File: src/hw/rtl/dofe_pkg.sv
// Shared types and constants for the DHCP options field extractor.
package dofe_pkg;

  // Magic cookie bytes 99.130.83.99
  localparam logic [7:0] COOKIE_B0 = 8'd99;
  localparam logic [7:0] COOKIE_B1 = 8'd130;
  localparam logic [7:0] COOKIE_B2 = 8'd83;
  localparam logic [7:0] COOKIE_B3 = 8'd99;

  // Option codes
  localparam logic [7:0] OPT_PAD         = 8'd0;
  localparam logic [7:0] OPT_SUBNET_MASK = 8'd1;
  localparam logic [7:0] OPT_ROUTERS     = 8'd3;
  localparam logic [7:0] OPT_DNS_SERVERS = 8'd6;
  localparam logic [7:0] OPT_DOMAIN_NAME = 8'd15;
  localparam logic [7:0] OPT_LEASE_TIME  = 8'd51;
  localparam logic [7:0] OPT_MSG_TYPE    = 8'd53;
  localparam logic [7:0] OPT_SERVER_ID   = 8'd54;
  localparam logic [7:0] OPT_END         = 8'd255;

  // Minimum option lengths
  localparam logic [7:0] LEN_MSGTYPE = 8'd1;
  localparam logic [7:0] LEN_ADDR    = 8'd4;

  typedef enum logic [2:0] {
    PH_COOKIE = 3'd0,
    PH_CODE   = 3'd1,
    PH_LEN    = 3'd2,
    PH_DATA   = 3'd3,
    PH_SKIP   = 3'd4
  } phase_e;

  typedef enum logic [3:0] {
    K_MSGTYPE   = 4'd0,
    K_SERVER    = 4'd1,
    K_LEASE     = 4'd2,
    K_MASK      = 4'd3,
    K_ROUTER    = 4'd4,
    K_DNS       = 4'd5,
    K_DOMAIN    = 4'd6,
    K_DONE      = 4'd7,
    K_BADCOOKIE = 4'd8,
    K_MALFORMED = 4'd9
  } kind_e;

  // One queued result; close_after asks for a trailing malformed close
  typedef struct packed {
    kind_e       kind;
    logic [31:0] value;
    logic [5:0]  list_index;
    logic        last;
    logic        close_after;
  } entry_t;

  // Expected cookie byte at a given position
  function automatic logic [7:0] cookie_byte(input logic [1:0] pos);
    logic [7:0] b;
    case (pos)
      2'd0:    b = COOKIE_B0;
      2'd1:    b = COOKIE_B1;
      2'd2:    b = COOKIE_B2;
      default: b = COOKIE_B3;
    endcase
    return b;
  endfunction

endpackage

File: src/hw/rtl/dofe_parser.sv
// Front end: accepts option bytes, walks the TLV structure, queues results.
module dofe_parser import dofe_pkg::*; (
  input  logic       clk_i,
  input  logic       rst_ni,
  input  logic       in_valid_i,
  output logic       in_stall_o,
  input  logic [7:0] data_byte_i,
  input  logic       end_of_buffer_i,
  input  logic       q_full_i,
  output logic       push_o,
  output entry_t     push_entry_o
);

  phase_e      phase_q, phase_d;
  logic [1:0]  cookie_pos_q, cookie_pos_d;
  logic [7:0]  code_q, code_d;
  logic [7:0]  left_q, left_d;
  logic [31:0] gather_q, gather_d;
  logic [1:0]  count_q, count_d;
  logic [7:0]  index_q, index_d;

  logic   accept;
  logic   res_valid;
  logic   field_hit;
  entry_t res;
  logic   do_close;
  kind_e  close_kind;
  logic   full;
  logic [7:0] need;

  assign in_stall_o = q_full_i;
  assign accept     = in_valid_i && !q_full_i;

  // Byte classification and result for the current beat
  always_comb begin
    field_hit  = 1'b0;
    res        = '{kind: K_DONE, value: '0, list_index: '0, last: 1'b0, close_after: 1'b0};
    do_close   = 1'b0;
    close_kind = K_MALFORMED;
    full       = (count_q == 2'd3);
    need       = '0;

    case (phase_q)
      PH_COOKIE: begin
        if (data_byte_i != cookie_byte(cookie_pos_q)) begin
          do_close   = 1'b1;
          close_kind = K_BADCOOKIE;
        end else begin
          do_close = end_of_buffer_i;
        end
      end
      PH_CODE: begin
        if (data_byte_i == OPT_END) begin
          do_close   = 1'b1;
          close_kind = K_DONE;
        end else begin
          do_close = end_of_buffer_i;
        end
      end
      PH_LEN: begin
        if (code_q == OPT_MSG_TYPE) begin
          need = LEN_MSGTYPE;
        end else if (code_q == OPT_SERVER_ID ||
                     code_q == OPT_LEASE_TIME || code_q == OPT_SUBNET_MASK) begin
          need = LEN_ADDR;
        end
        do_close = (data_byte_i < need) || end_of_buffer_i;
      end
      PH_DATA: begin
        case (code_q)
          OPT_MSG_TYPE: begin
            if (index_q == 8'd0) begin
              field_hit = 1'b1;
              res.kind  = K_MSGTYPE;
              res.value = {24'd0, data_byte_i};
            end
          end
          OPT_SERVER_ID, OPT_LEASE_TIME, OPT_SUBNET_MASK: begin
            if (full && index_q == 8'd0) begin
              field_hit = 1'b1;
              res.kind  = (code_q == OPT_SERVER_ID) ? K_SERVER :
                          (code_q == OPT_LEASE_TIME) ? K_LEASE : K_MASK;
              res.value = {gather_q[23:0], data_byte_i};
            end
          end
          OPT_ROUTERS, OPT_DNS_SERVERS: begin
            if (full) begin
              field_hit      = 1'b1;
              res.kind       = (code_q == OPT_ROUTERS) ? K_ROUTER : K_DNS;
              res.value      = {gather_q[23:0], data_byte_i};
              res.list_index = index_q[5:0];
            end
          end
          OPT_DOMAIN_NAME: begin
            field_hit      = 1'b1;
            res.kind       = K_DOMAIN;
            res.value      = {24'd0, data_byte_i};
            res.list_index = index_q[5:0];
          end
          default: ;
        endcase
        do_close = end_of_buffer_i;
      end
      default: ;
    endcase

    // Closing result ends the area
    res_valid = field_hit || do_close;
    if (do_close) begin
      if (field_hit) begin
        res.close_after = 1'b1;
      end else begin
        res = '{kind: close_kind, value: '0, list_index: '0, last: 1'b1, close_after: 1'b0};
      end
    end
  end

  // Next walk state
  always_comb begin
    phase_d      = phase_q;
    cookie_pos_d = cookie_pos_q;
    code_d       = code_q;
    left_d       = left_q;
    gather_d     = gather_q;
    count_d      = count_q;
    index_d      = index_q;

    case (phase_q)
      PH_COOKIE: begin
        if (data_byte_i == cookie_byte(cookie_pos_q)) begin
          if (cookie_pos_q == 2'd3) begin
            cookie_pos_d = '0;
            phase_d      = PH_CODE;
          end else begin
            cookie_pos_d = cookie_pos_q + 2'd1;
          end
        end
      end
      PH_CODE: begin
        if (data_byte_i != OPT_END && data_byte_i != OPT_PAD) begin
          code_d  = data_byte_i;
          phase_d = PH_LEN;
        end
      end
      PH_LEN: begin
        if (data_byte_i >= need) begin
          left_d   = data_byte_i;
          gather_d = '0;
          count_d  = '0;
          index_d  = '0;
          phase_d  = (data_byte_i != 8'd0) ? PH_DATA : PH_CODE;
        end
      end
      PH_DATA: begin
        gather_d = {gather_q[23:0], data_byte_i};
        count_d  = count_q + 2'd1;
        if (field_hit) begin
          index_d = index_q + 8'd1;
        end
        left_d = left_q - 8'd1;
        if (left_q == 8'd1) begin
          code_d   = '0;
          left_d   = '0;
          gather_d = '0;
          count_d  = '0;
          index_d  = '0;
          phase_d  = PH_CODE;
        end
      end
      default: begin
        // Skipping until the end of the buffer
        if (end_of_buffer_i) begin
          code_d       = '0;
          left_d       = '0;
          gather_d     = '0;
          count_d      = '0;
          index_d      = '0;
          cookie_pos_d = '0;
          phase_d      = PH_COOKIE;
        end
      end
    endcase

    // A close clears the option and waits for the next area
    if (do_close) begin
      code_d       = '0;
      left_d       = '0;
      gather_d     = '0;
      count_d      = '0;
      index_d      = '0;
      cookie_pos_d = '0;
      phase_d      = end_of_buffer_i ? PH_COOKIE : PH_SKIP;
    end
  end

  assign push_o       = accept && res_valid;
  assign push_entry_o = res;

  // Walk state
  always_ff @(posedge clk_i or negedge rst_ni) begin
    if (!rst_ni) begin
      phase_q      <= PH_COOKIE;
      cookie_pos_q <= '0;
      code_q       <= '0;
      left_q       <= '0;
      gather_q     <= '0;
      count_q      <= '0;
      index_q      <= '0;
    end else if (accept) begin
      phase_q      <= phase_d;
      cookie_pos_q <= cookie_pos_d;
      code_q       <= code_d;
      left_q       <= left_d;
      gather_q     <= gather_d;
      count_q      <= count_d;
      index_q      <= index_d;
    end
  end

endmodule

File: src/hw/rtl/dofe_queue.sv
// Small register FIFO between the parser and the result emitter.
module dofe_queue import dofe_pkg::*; #(
  parameter int unsigned DEPTH = 4
) (
  input  logic   clk_i,
  input  logic   rst_ni,
  input  logic   push_i,
  input  entry_t push_entry_i,
  output logic   full_o,
  input  logic   pop_i,
  output logic   not_empty_o,
  output entry_t head_o
);

  localparam int unsigned PW = (DEPTH > 1) ? $clog2(DEPTH) : 1;
  localparam int unsigned CW = $clog2(DEPTH + 1);
  localparam logic [PW-1:0] LAST_PTR = PW'(DEPTH - 1);

  entry_t        mem_q [DEPTH];
  logic [PW-1:0] wr_q, rd_q;
  logic [CW-1:0] cnt_q;
  logic          do_push, do_pop;

  assign full_o      = (cnt_q == CW'(DEPTH));
  assign not_empty_o = (cnt_q != '0);
  assign head_o      = mem_q[rd_q];
  assign do_push     = push_i && !full_o;
  assign do_pop      = pop_i && not_empty_o;

  // Storage
  always_ff @(posedge clk_i) begin
    if (do_push) begin
      mem_q[wr_q] <= push_entry_i;
    end
  end

  // Pointers and fill level
  always_ff @(posedge clk_i or negedge rst_ni) begin
    if (!rst_ni) begin
      wr_q  <= '0;
      rd_q  <= '0;
      cnt_q <= '0;
    end else begin
      if (do_push) begin
        wr_q <= (wr_q == LAST_PTR) ? '0 : wr_q + PW'(1);
      end
      if (do_pop) begin
        rd_q <= (rd_q == LAST_PTR) ? '0 : rd_q + PW'(1);
      end
      if (do_push && !do_pop) begin
        cnt_q <= cnt_q + CW'(1);
      end else if (do_pop && !do_push) begin
        cnt_q <= cnt_q - CW'(1);
      end
    end
  end

endmodule

File: src/hw/rtl/dofe_emitter.sv
// Back end: output register that drains the queue, one result beat per cycle while the output is not stalled.
module dofe_emitter import dofe_pkg::*; (
  input  logic        clk_i,
  input  logic        rst_ni,
  input  logic        not_empty_i,
  input  entry_t      head_i,
  output logic        pop_o,
  output logic        out_valid_o,
  input  logic        out_stall_i,
  output logic [3:0]  kind_o,
  output logic [31:0] value_o,
  output logic [5:0]  list_index_o,
  output logic        last_o
);

  logic        valid_q;
  logic        pend_q;
  kind_e       kind_q;
  logic [31:0] value_q;
  logic [5:0]  index_q;
  logic        last_q;
  logic        load;

  // Output register free or being taken this cycle
  assign load  = !valid_q || !out_stall_i;
  assign pop_o = load && !pend_q && not_empty_i;

  // Control
  always_ff @(posedge clk_i or negedge rst_ni) begin
    if (!rst_ni) begin
      valid_q <= 1'b0;
      pend_q  <= 1'b0;
    end else if (load) begin
      if (pend_q) begin
        valid_q <= 1'b1;
        pend_q  <= 1'b0;
      end else begin
        valid_q <= not_empty_i;
        pend_q  <= not_empty_i && head_i.close_after;
      end
    end
  end

  // Payload; a pending close goes out as a malformed beat
  always_ff @(posedge clk_i) begin
    if (load) begin
      if (pend_q) begin
        kind_q  <= K_MALFORMED;
        value_q <= '0;
        index_q <= '0;
        last_q  <= 1'b1;
      end else if (not_empty_i) begin
        kind_q  <= head_i.kind;
        value_q <= head_i.value;
        index_q <= head_i.list_index;
        last_q  <= head_i.last;
      end
    end
  end

  assign out_valid_o  = valid_q;
  assign kind_o       = kind_q;
  assign value_o      = value_q;
  assign list_index_o = index_q;
  assign last_o       = last_q;

endmodule

File: src/hw/rtl/dhcp_option_field_extractor_core.sv
// A result beat passes from the parser through the result queue and the output register before it is presented.
// Throughput: one byte per cycle while the result queue is not full; a byte ending a truncated area after a data
// result gives two beats, the data result and then a malformed close, which the output register sends in turn.
// The parser stalls only while the result queue is full.
// Reset (async, active low) clears the parser to the cookie check and empties queue and output.
module dhcp_option_field_extractor_core import dofe_pkg::*; #(
  parameter int unsigned QUEUE_DEPTH = 4
) (
  input  logic        clk_i,
  input  logic        rst_ni,
  input  logic        in_valid_i,
  output logic        in_stall_o,
  input  logic [7:0]  data_byte_i,
  input  logic        end_of_buffer_i,
  output logic        out_valid_o,
  input  logic        out_stall_i,
  output logic [3:0]  kind_o,
  output logic [31:0] value_o,
  output logic [5:0]  list_index_o,
  output logic        last_o
);

  logic   q_full, q_push, q_pop, q_not_empty;
  entry_t q_push_entry, q_head;

  // Front: byte walk
  dofe_parser u_parser (
    .clk_i           (clk_i),
    .rst_ni          (rst_ni),
    .in_valid_i      (in_valid_i),
    .in_stall_o      (in_stall_o),
    .data_byte_i     (data_byte_i),
    .end_of_buffer_i (end_of_buffer_i),
    .q_full_i        (q_full),
    .push_o          (q_push),
    .push_entry_o    (q_push_entry)
  );

  // Decoupling queue
  dofe_queue #(
    .DEPTH (QUEUE_DEPTH)
  ) u_queue (
    .clk_i        (clk_i),
    .rst_ni       (rst_ni),
    .push_i       (q_push),
    .push_entry_i (q_push_entry),
    .full_o       (q_full),
    .pop_i        (q_pop),
    .not_empty_o  (q_not_empty),
    .head_o       (q_head)
  );

  // Back: result beats
  dofe_emitter u_emitter (
    .clk_i        (clk_i),
    .rst_ni       (rst_ni),
    .not_empty_i  (q_not_empty),
    .head_i       (q_head),
    .pop_o        (q_pop),
    .out_valid_o  (out_valid_o),
    .out_stall_i  (out_stall_i),
    .kind_o       (kind_o),
    .value_o      (value_o),
    .list_index_o (list_index_o),
    .last_o       (last_o)
  );

endmodule

File: config.mk
export PLATFORM = sky130hd
export DESIGN_NAME = dhcp_option_field_extractor_core
export DESIGN_NICKNAME = d
export VERILOG_FILES = /design/src/hw/rtl/dofe_pkg.sv /design/src/hw/rtl/dofe_parser.sv /design/src/hw/rtl/dofe_queue.sv /design/src/hw/rtl/dofe_emitter.sv /design/src/hw/rtl/dhcp_option_field_extractor_core.sv
export SDC_FILE = /design/constraint.sdc
export NUM_CORES = 1
export LEC_CHECK = 0
export BUFFER_PORTS_ARGS = -buffer_cell sky130_fd_sc_hd__buf_2
export CORE_ASPECT_RATIO = 0.6
export CORE_MARGIN = 10
export CORE_UTILIZATION = 61
export CTS_CLUSTER_DIAMETER = 100
export DETAILED_ROUTE_END_ITERATION = 10
export PLACE_DENSITY_LB_ADDON = 0.15
export SLEW_MARGIN = 40
export SYNTH_ARGS = -nofsm -noshare
export SYNTH_HDL_FRONTEND = slang
export SYNTH_HIERARCHICAL = 1
export SYNTH_SLANG_ARGS = --single-unit
File: constraint.sdc
create_clock -name clk_i -period 7.2 [get_ports clk_i]
set_input_delay 2.16 -clock clk_i [delete_from_list [all_inputs] [get_ports clk_i]]
set_output_delay 2.16 -clock clk_i [all_outputs]
set_load 0.02 [all_outputs]
* Word-level counts from Yosys, hierarchy flattened
Memory sizes are Yosys's and may differ from the RTL's. Cells that the tools add are included.
Storage, ports and cells: memory bits (writable) 176, memories 1, bits in registers 107, output and inout port bits 45
Operators by class: mux-type cells 79, add/sub/neg operators 8, eq/ne operators 31, order comparisons 2, reductions and logical operators 43
Memories:
- u_queue.mem_q | words 4, width 44, rd ports 1, clocked after memory_dff 0, write ports 1, RTL line dofe_queue.sv:19 | entry_t mem_q [DEPTH];
Operators with widths (count):
- one-hot mux 36 bit (4 select lines) | 1
- 2-to-1 mux 8 bit | 15
- 2-to-1 mux 24 bit | 4
- one-hot mux 24 bit (3 select lines) | 1
- one-hot mux 8 bit (3 select lines) | 3
- 2-to-1 mux 44 bit | 1
- 2-to-1 mux 43 bit | 1
- 2-to-1 mux 42 bit | 1
- 2-to-1 mux 40 bit | 1
- 2-to-1 mux 36 bit | 1
- 2-to-1 mux 35 bit | 1
- 2-to-1 mux 3 bit | 11
- 2-to-1 mux 32 bit | 1
- == test 8 x 6 -> 1 bit, second input constant | 3
- 2-to-1 mux 2 bit | 10
- == test 8 x 1 -> 1 bit, second input constant | 2
- one-hot mux 8 bit (2 select lines) | 1
- 2-to-1 mux 1 bit | 15
- != test 3 x 1 -> 1 bit, second input constant | 5
- 2-to-1 mux 4 bit | 3
- one-hot mux 3 bit (4 select lines) | 1
- one-hot mux 6 bit (2 select lines) | 1
- logical AND 1 bit | 11
- == test 2 bit, second input constant | 5
- 40 further kinds | 64

* Logic depth before layout (Yosys ltp)
depth after elaboration 16, depth in mapped cells 19, depth with buffers taken out 17

* Cells and area by module
Netlist, hierarchy kept.
Modules (own cells, without submodules):
- dofe_queue | times used 1, area each 6866.6 µm², cells an instance 267
- dofe_parser | times used 1, area each 3661.0 µm², cells an instance 447
- dofe_emitter | times used 1, area each 1689.1 µm², cells an instance 100

* Worst setup path before layout
OpenSTA, ideal clock, no wires.
path kind input-to-reg, start input data_byte_i[2], end memory u_queue/mem_q[3][0] (netlist bit), enable pin, cell stages on the path 10, required time 6.754 ns, arrival time 5.274 ns, path buffers 1, library setup time 0.446 ns, slack 1.480 ns, cells stage by stage ha_1 > nor2_1 > a41oi_1 > nor3_2 > a31o_1 > clkbuf_1 > nor2_1 > nor2_1 > nand2_1 > nor2_1
On the way: longest elaborated chain between the ends 8
Ends and longest elaborated chain:
- start, declared | RTL line dhcp_option_field_extractor_core.sv:13 | input logic [7:0] data_byte_i,
- less-than comparator 8 bit (tied with other cells) | RTL line dofe_parser.sv:67 | do_close = (data_byte_i < need) || end_of_buffer_i;
- logical OR 1 bit (tied with other cells) | RTL line dofe_parser.sv:67
- one-hot mux 1 bit (4 select lines) * | RTL line dofe_parser.sv:43 | case (phase_q)
- logical OR 1 bit * | RTL line dofe_parser.sv:108 | res_valid = field_hit || do_close;
- logical AND 1 bit * | RTL line dofe_parser.sv:196 | assign push_o = accept && res_valid;
- named net q_push | RTL line dhcp_option_field_extractor_core.sv:23 | logic q_full, q_push, q_pop, q_not_empty;
- logical AND 1 bit * | RTL line dofe_queue.sv:27 | assign do_push = push_i && !full_o;
- 2-to-1 mux 1 bit * | RTL line dofe_queue.sv:32 | if (do_push) begin
- 2-to-1 mux 1 bit (implied by the code) * | RTL line dofe_queue.sv:33 | mem_q[wr_q] <= push_entry_i;
- end, declared | RTL line dofe_queue.sv:19
The timed path passes the listed nets; every way through them passes the cells marked *.

* Final worst setup path
start input data_byte_i[2], end memory u_queue/mem_q[2][2] (netlist bit), enable pin
On the way: longest elaborated chain between the ends 8
Ends and longest elaborated chain:
- less-than comparator 8 bit (tied with other cells) | RTL line dofe_parser.sv:67
- logical OR 1 bit (tied with other cells) | RTL line dofe_parser.sv:67
- one-hot mux 1 bit (4 select lines) * | RTL line dofe_parser.sv:43
- logical OR 1 bit * | RTL line dofe_parser.sv:108
- logical AND 1 bit * | RTL line dofe_parser.sv:196
- named net q_push | RTL line dhcp_option_field_extractor_core.sv:23
- logical AND 1 bit * | RTL line dofe_queue.sv:27
- named net u_queue.do_push | RTL line dofe_queue.sv:22 | logic do_push, do_pop;
- 2-to-1 mux 1 bit * | RTL line dofe_queue.sv:32
- 2-to-1 mux 1 bit (implied by the code) * | RTL line dofe_queue.sv:33
Marked as above.

==> metrics.log <==
INFO  metric p_switching = 1.74 mW
INFO  metric cts_max_level = 1
INFO  metric global_route.overflow_total = 0
INFO  metric synthesis.instances = 814
INFO  metric detail_route.wirelength = 25,800 um
INFO  metric totalNegativeSetupSlack = 0 ps
INFO  metric mean_cell_area_of_the_mapped_netlist = 15.0 um2
INFO  metric synth_area = 12,200 um2
INFO  metric max_cap_viol_count = 0
INFO  metric synth.ff_latch_count = 283
INFO  metric syn_to_final_growth = 11.7%
INFO  metric route.antenna.remaining_nets = 0
INFO  metric worst_slack = 2360 ps
INFO  metric mappedNetlistNets = 845
INFO  metric synthDistinctLibCells = 76
INFO  metric setup.worst_path.class = in -> reg
INFO  metric cts_post_setup_buffers_inserted = 0
INFO  metric share_seq_of_total_power = 43.0%
INFO  metric cts.sink_count = 283
INFO  metric worstSetupEndpointType = register
INFO  metric startpoint_type = input port
INFO  metric clk-insertion-delay-late = 530 ps
INFO  metric floorplan.die_area = 26,300 um2
INFO  metric synth_ff_type = sky130_fd_sc_hd__edfxtp_1
INFO  metric unrepaired_setup_endpoints_after_global_routing = no
INFO  metric fp.dieH = 130 um
INFO  metric layout.cells.most_common_list = 219 x sky130_fd_sc_hd__edfxtp_1, 78 x sky130_fd_sc_hd__nand2_1, 62 x sky130_fd_sc_hd__dfrtp_1, 58 x sky130_fd_sc_hd__o21ai_0, 57 x sky130_fd_sc_hd__buf_2
INFO  metric vias_post_dr = 7,067
INFO  metric die_width = 203 um
INFO  metric preCtsSetupSlack = 1840 ps
INFO  metric placementRows = 39
INFO  metric worst_ir_drop_vdd = 0.479 mV
INFO  metric drt-vias-per-instance = 6.12
INFO  metric hpwl = 16,900 um
INFO  metric numCtsBuffers = 25
INFO  metric stdcell_count = 1,155
INFO  metric boundaryPins = 58
INFO  metric tritoncts = yes
INFO  metric port_buffers = 57
INFO  metric critical_path_required = 7400 ps
INFO  metric clock-skew-final = 15.4 ps
INFO  metric grt_start_max_net_pins = 65
INFO  metric switching_share = 31.9%
INFO  metric antennaDiodeCount = 0
INFO  metric finalSetupViolCount = 0
INFO  metric powerDensity = 400 nW/um2
INFO  metric drc_violations = 0
INFO  metric comb_power_share = 30.3%
INFO  metric groute.usage.overall = 19.6%
INFO  metric initial_utilization = 63.2%
INFO  metric core_area = 19,300 um2
INFO  metric fin_nets = 901
INFO  metric gp_congestion = 0.881
INFO  metric finalWorstPathRequiredPeriod = 4840 ps
INFO  metric synthArstFlopShare = 22.6%
INFO  metric grt_antenna_before_repair = 0
INFO  metric run_status = complete, no violations
INFO  metric final_max_slew_viol_count = 0
INFO  metric critical_path.max_fanout = 24
INFO  metric proportion_of_layout_cells_with_a_drive_suffix_above_1 = 20.7%
INFO  metric final_min_period_over_clock_period = 67.2%
INFO  metric path_clk_slew = 60 ps
INFO  metric synth_sequential_area_ratio = 66.9%
INFO  metric max_slew.worst_pin.slew = 853 ps
INFO  metric placed_cells = 1,108
INFO  metric clock_tree_buf_depth = 3
INFO  metric grt_pass1_wl = 40,300 um
INFO  metric leakagePower = 4.95 nW
INFO  metric clock_tree.root_cell = sky130_fd_sc_hd__clkbuf_16
INFO  metric cp.arrival = 5030 ps
INFO  metric clkPwrFrac = 26.7%
INFO  metric cts_hold_repair.buffers = 0
INFO  metric most_common_library_cell_in_the_layout_ignoring_fill_and_taps = sky130_fd_sc_hd__edfxtp_1
INFO  metric drt-wirelength-per-cell = 22.3 um
INFO  metric drt-pass1-iter-count = 7
INFO  metric finish.utilization = 70.6%
INFO  metric grt_pass1_vias = 6,860
INFO  metric maxSlewHeadroom = 43.0%
INFO  metric yosys_warnings = 6
INFO  metric cts.repair.resized = 0
INFO  metric internal_power = 3.72 mW
INFO  metric holdCritPathClass = reg -> reg
INFO  metric dr.first_iter.drc_count = 745
INFO  metric fillCellCount = 1,267
INFO  metric maxClockFrequency = 207 MHz
INFO  metric hold_viol_final = 0
INFO  metric synth-edff-count = 219
## cells in the mapped netlist, types with 5 or more instances
| cell | number | area (um2) |
|---|---|---|
| sky130_fd_sc_hd__mux4_2 | 38 | 856 |
| sky130_fd_sc_hd__buf_2 | 13 | 65.1 |
| sky130_fd_sc_hd__o21ai_0 | 58 | 290 |
| sky130_fd_sc_hd__xnor2_1 | 6 | 52.6 |
| sky130_fd_sc_hd__nand2b_1 | 6 | 37.5 |
| sky130_fd_sc_hd__nand2_1 | 78 | 293 |
| sky130_fd_sc_hd__edfxtp_1 | 219 | 6580 |
| sky130_fd_sc_hd__nor2_1 | 32 | 120 |
| sky130_fd_sc_hd__a21oi_1 | 19 | 95.1 |
| sky130_fd_sc_hd__a22o_1 | 8 | 70.1 |
| sky130_fd_sc_hd__mux4_1 | 6 | 158 |
| sky130_fd_sc_hd__nand3_1 | 9 | 45.0 |
| sky130_fd_sc_hd__and2_1 | 42 | 263 |
| sky130_fd_sc_hd__nor3_1 | 11 | 55.1 |
| sky130_fd_sc_hd__dfrtp_1 | 64 | 1600 |
| sky130_fd_sc_hd__a32oi_1 | 5 | 43.8 |
| sky130_fd_sc_hd__nor2b_1 | 45 | 282 |
| sky130_fd_sc_hd__and3_1 | 5 | 31.3 |
| sky130_fd_sc_hd__ha_1 | 17 | 213 |
| sky130_fd_sc_hd__clkbuf_1 | 17 | 63.8 |
| sky130_fd_sc_hd__inv_1 | 17 | 63.8 |
## layout make-up
cell class              count  area, um2  area share (%)
flip-flops and latches    283       8180            59.9
inverters                  17       63.8           0.468
clock buffers              32        712            5.22
repair buffers             71        418            3.06
clock inverters            14        200            1.47
multi-input cells         472       3740            27.4
well taps                 266        333            2.44
## per-layer routing
metal  vias up  global-route usage (%)  wire (um)
li1       3188                       -          -
met1      3541                    29.5      11700
met3        30                    5.48       2360
met4         0                    3.62        349
met2       308                    28.2      11400
met5         -                       0          0
## path summary, 6_finish.rpt
path | end | start | cells past startpoint | slack (ps)
worst max-delay path | u_queue/mem_q[2][2]$_DFFE_PP_ | data_byte_i[2] | 11 | 2360
worst min-delay path | u_parser/gather_q[21]$_DFFE_PN0P_ | u_parser/gather_q[21]$_DFFE_PN0P_ | 2 | 480
worst max register to register | u_queue/mem_q[2][2]$_DFFE_PP_ | u_parser/code_q[0]$_DFFE_PN0P_ | 13 | 2360
worst min register to register | u_parser/gather_q[21]$_DFFE_PN0P_ | u_parser/gather_q[21]$_DFFE_PN0P_ | 2 | 480
max in group asynchronous | u_queue/rd_q[1]$_DFFE_PN0P_ | rst_ni | 2 | 5020
min in group asynchronous | u_parser/left_q[5]$_DFFE_PN0P_ | rst_ni | 2 | 1730
## power by group through the flow
stage / clock network (mW) / registers [mW] / logic [mW]
6_report: 1.46 / 2.35 / 1.65
3_5_place_dp: 0 / 2.38 / 1.65
2_1_floorplan: 0 / 2.49 / 1.11
5_1_grt: 1.54 / 2.38 / 1.81
4_1_cts: 1.48 / 2.35 / 1.66
3_3_place_gp: 0 / 2.36 / 1.63
## sequential cells by signal (all words and copies together), names as in the netlist, 2 cells and up
| name | cells |
|---|---|
| u_queue/mem_q | 176 |
| u_emitter/value_o | 32 |
| u_parser/gather_q | 24 |
| u_parser/code_q | 8 |
| u_parser/index_q | 8 |
| u_parser/left_q | 8 |
| u_emitter/list_index_o | 6 |
| u_emitter/kind_o | 4 |
| u_parser/phase_q | 3 |
| u_queue/cnt_q | 3 |
| u_parser/cookie_pos_q | 2 |
| u_parser/count_q | 2 |
| u_queue/rd_q | 2 |
| u_queue/wr_q | 2 |
## logic make-up (layout without fill, tap and decap cells)
kind of cell               after synthesis  count (layout)  share of synthesized area [%]
AOI/OAI and AO/OA                      126             126                           6.58
adders and majority gates               18              18                           1.90
xor gates and xnor gates                10              10                          0.717
and+or+nand+nor                        269             269                           12.4
DFF                                    283             283                           66.9
muxes                                   49              49                           8.76
buffers and inverters                   59             134                           2.75
## worst max-delay path: stages
cell,delay (ps)
sky130_fd_sc_hd__buf_2,170
sky130_fd_sc_hd__ha_1,250
sky130_fd_sc_hd__nor2_1,90
sky130_fd_sc_hd__a41oi_1,150
sky130_fd_sc_hd__nor3_2,280
sky130_fd_sc_hd__a31o_1,350
sky130_fd_sc_hd__nor2_1,90
sky130_fd_sc_hd__nor2_1,120
sky130_fd_sc_hd__nor2b_2,280
sky130_fd_sc_hd__and2_2,650
sky130_fd_sc_hd__buf_4,430
## metrics by stage
stage                     hold slack, ps  cell area [um2]  power, mW
after floorplan                      442            12200       3.59
after global placement               462            12700       3.99
after detailed placement             468            12700       4.03
after CTS                            485            13600       5.49
after global routing                 503            13600       5.73
final                                483            13600       5.46
Note: power is estimated with default switching activity, not from simulation.
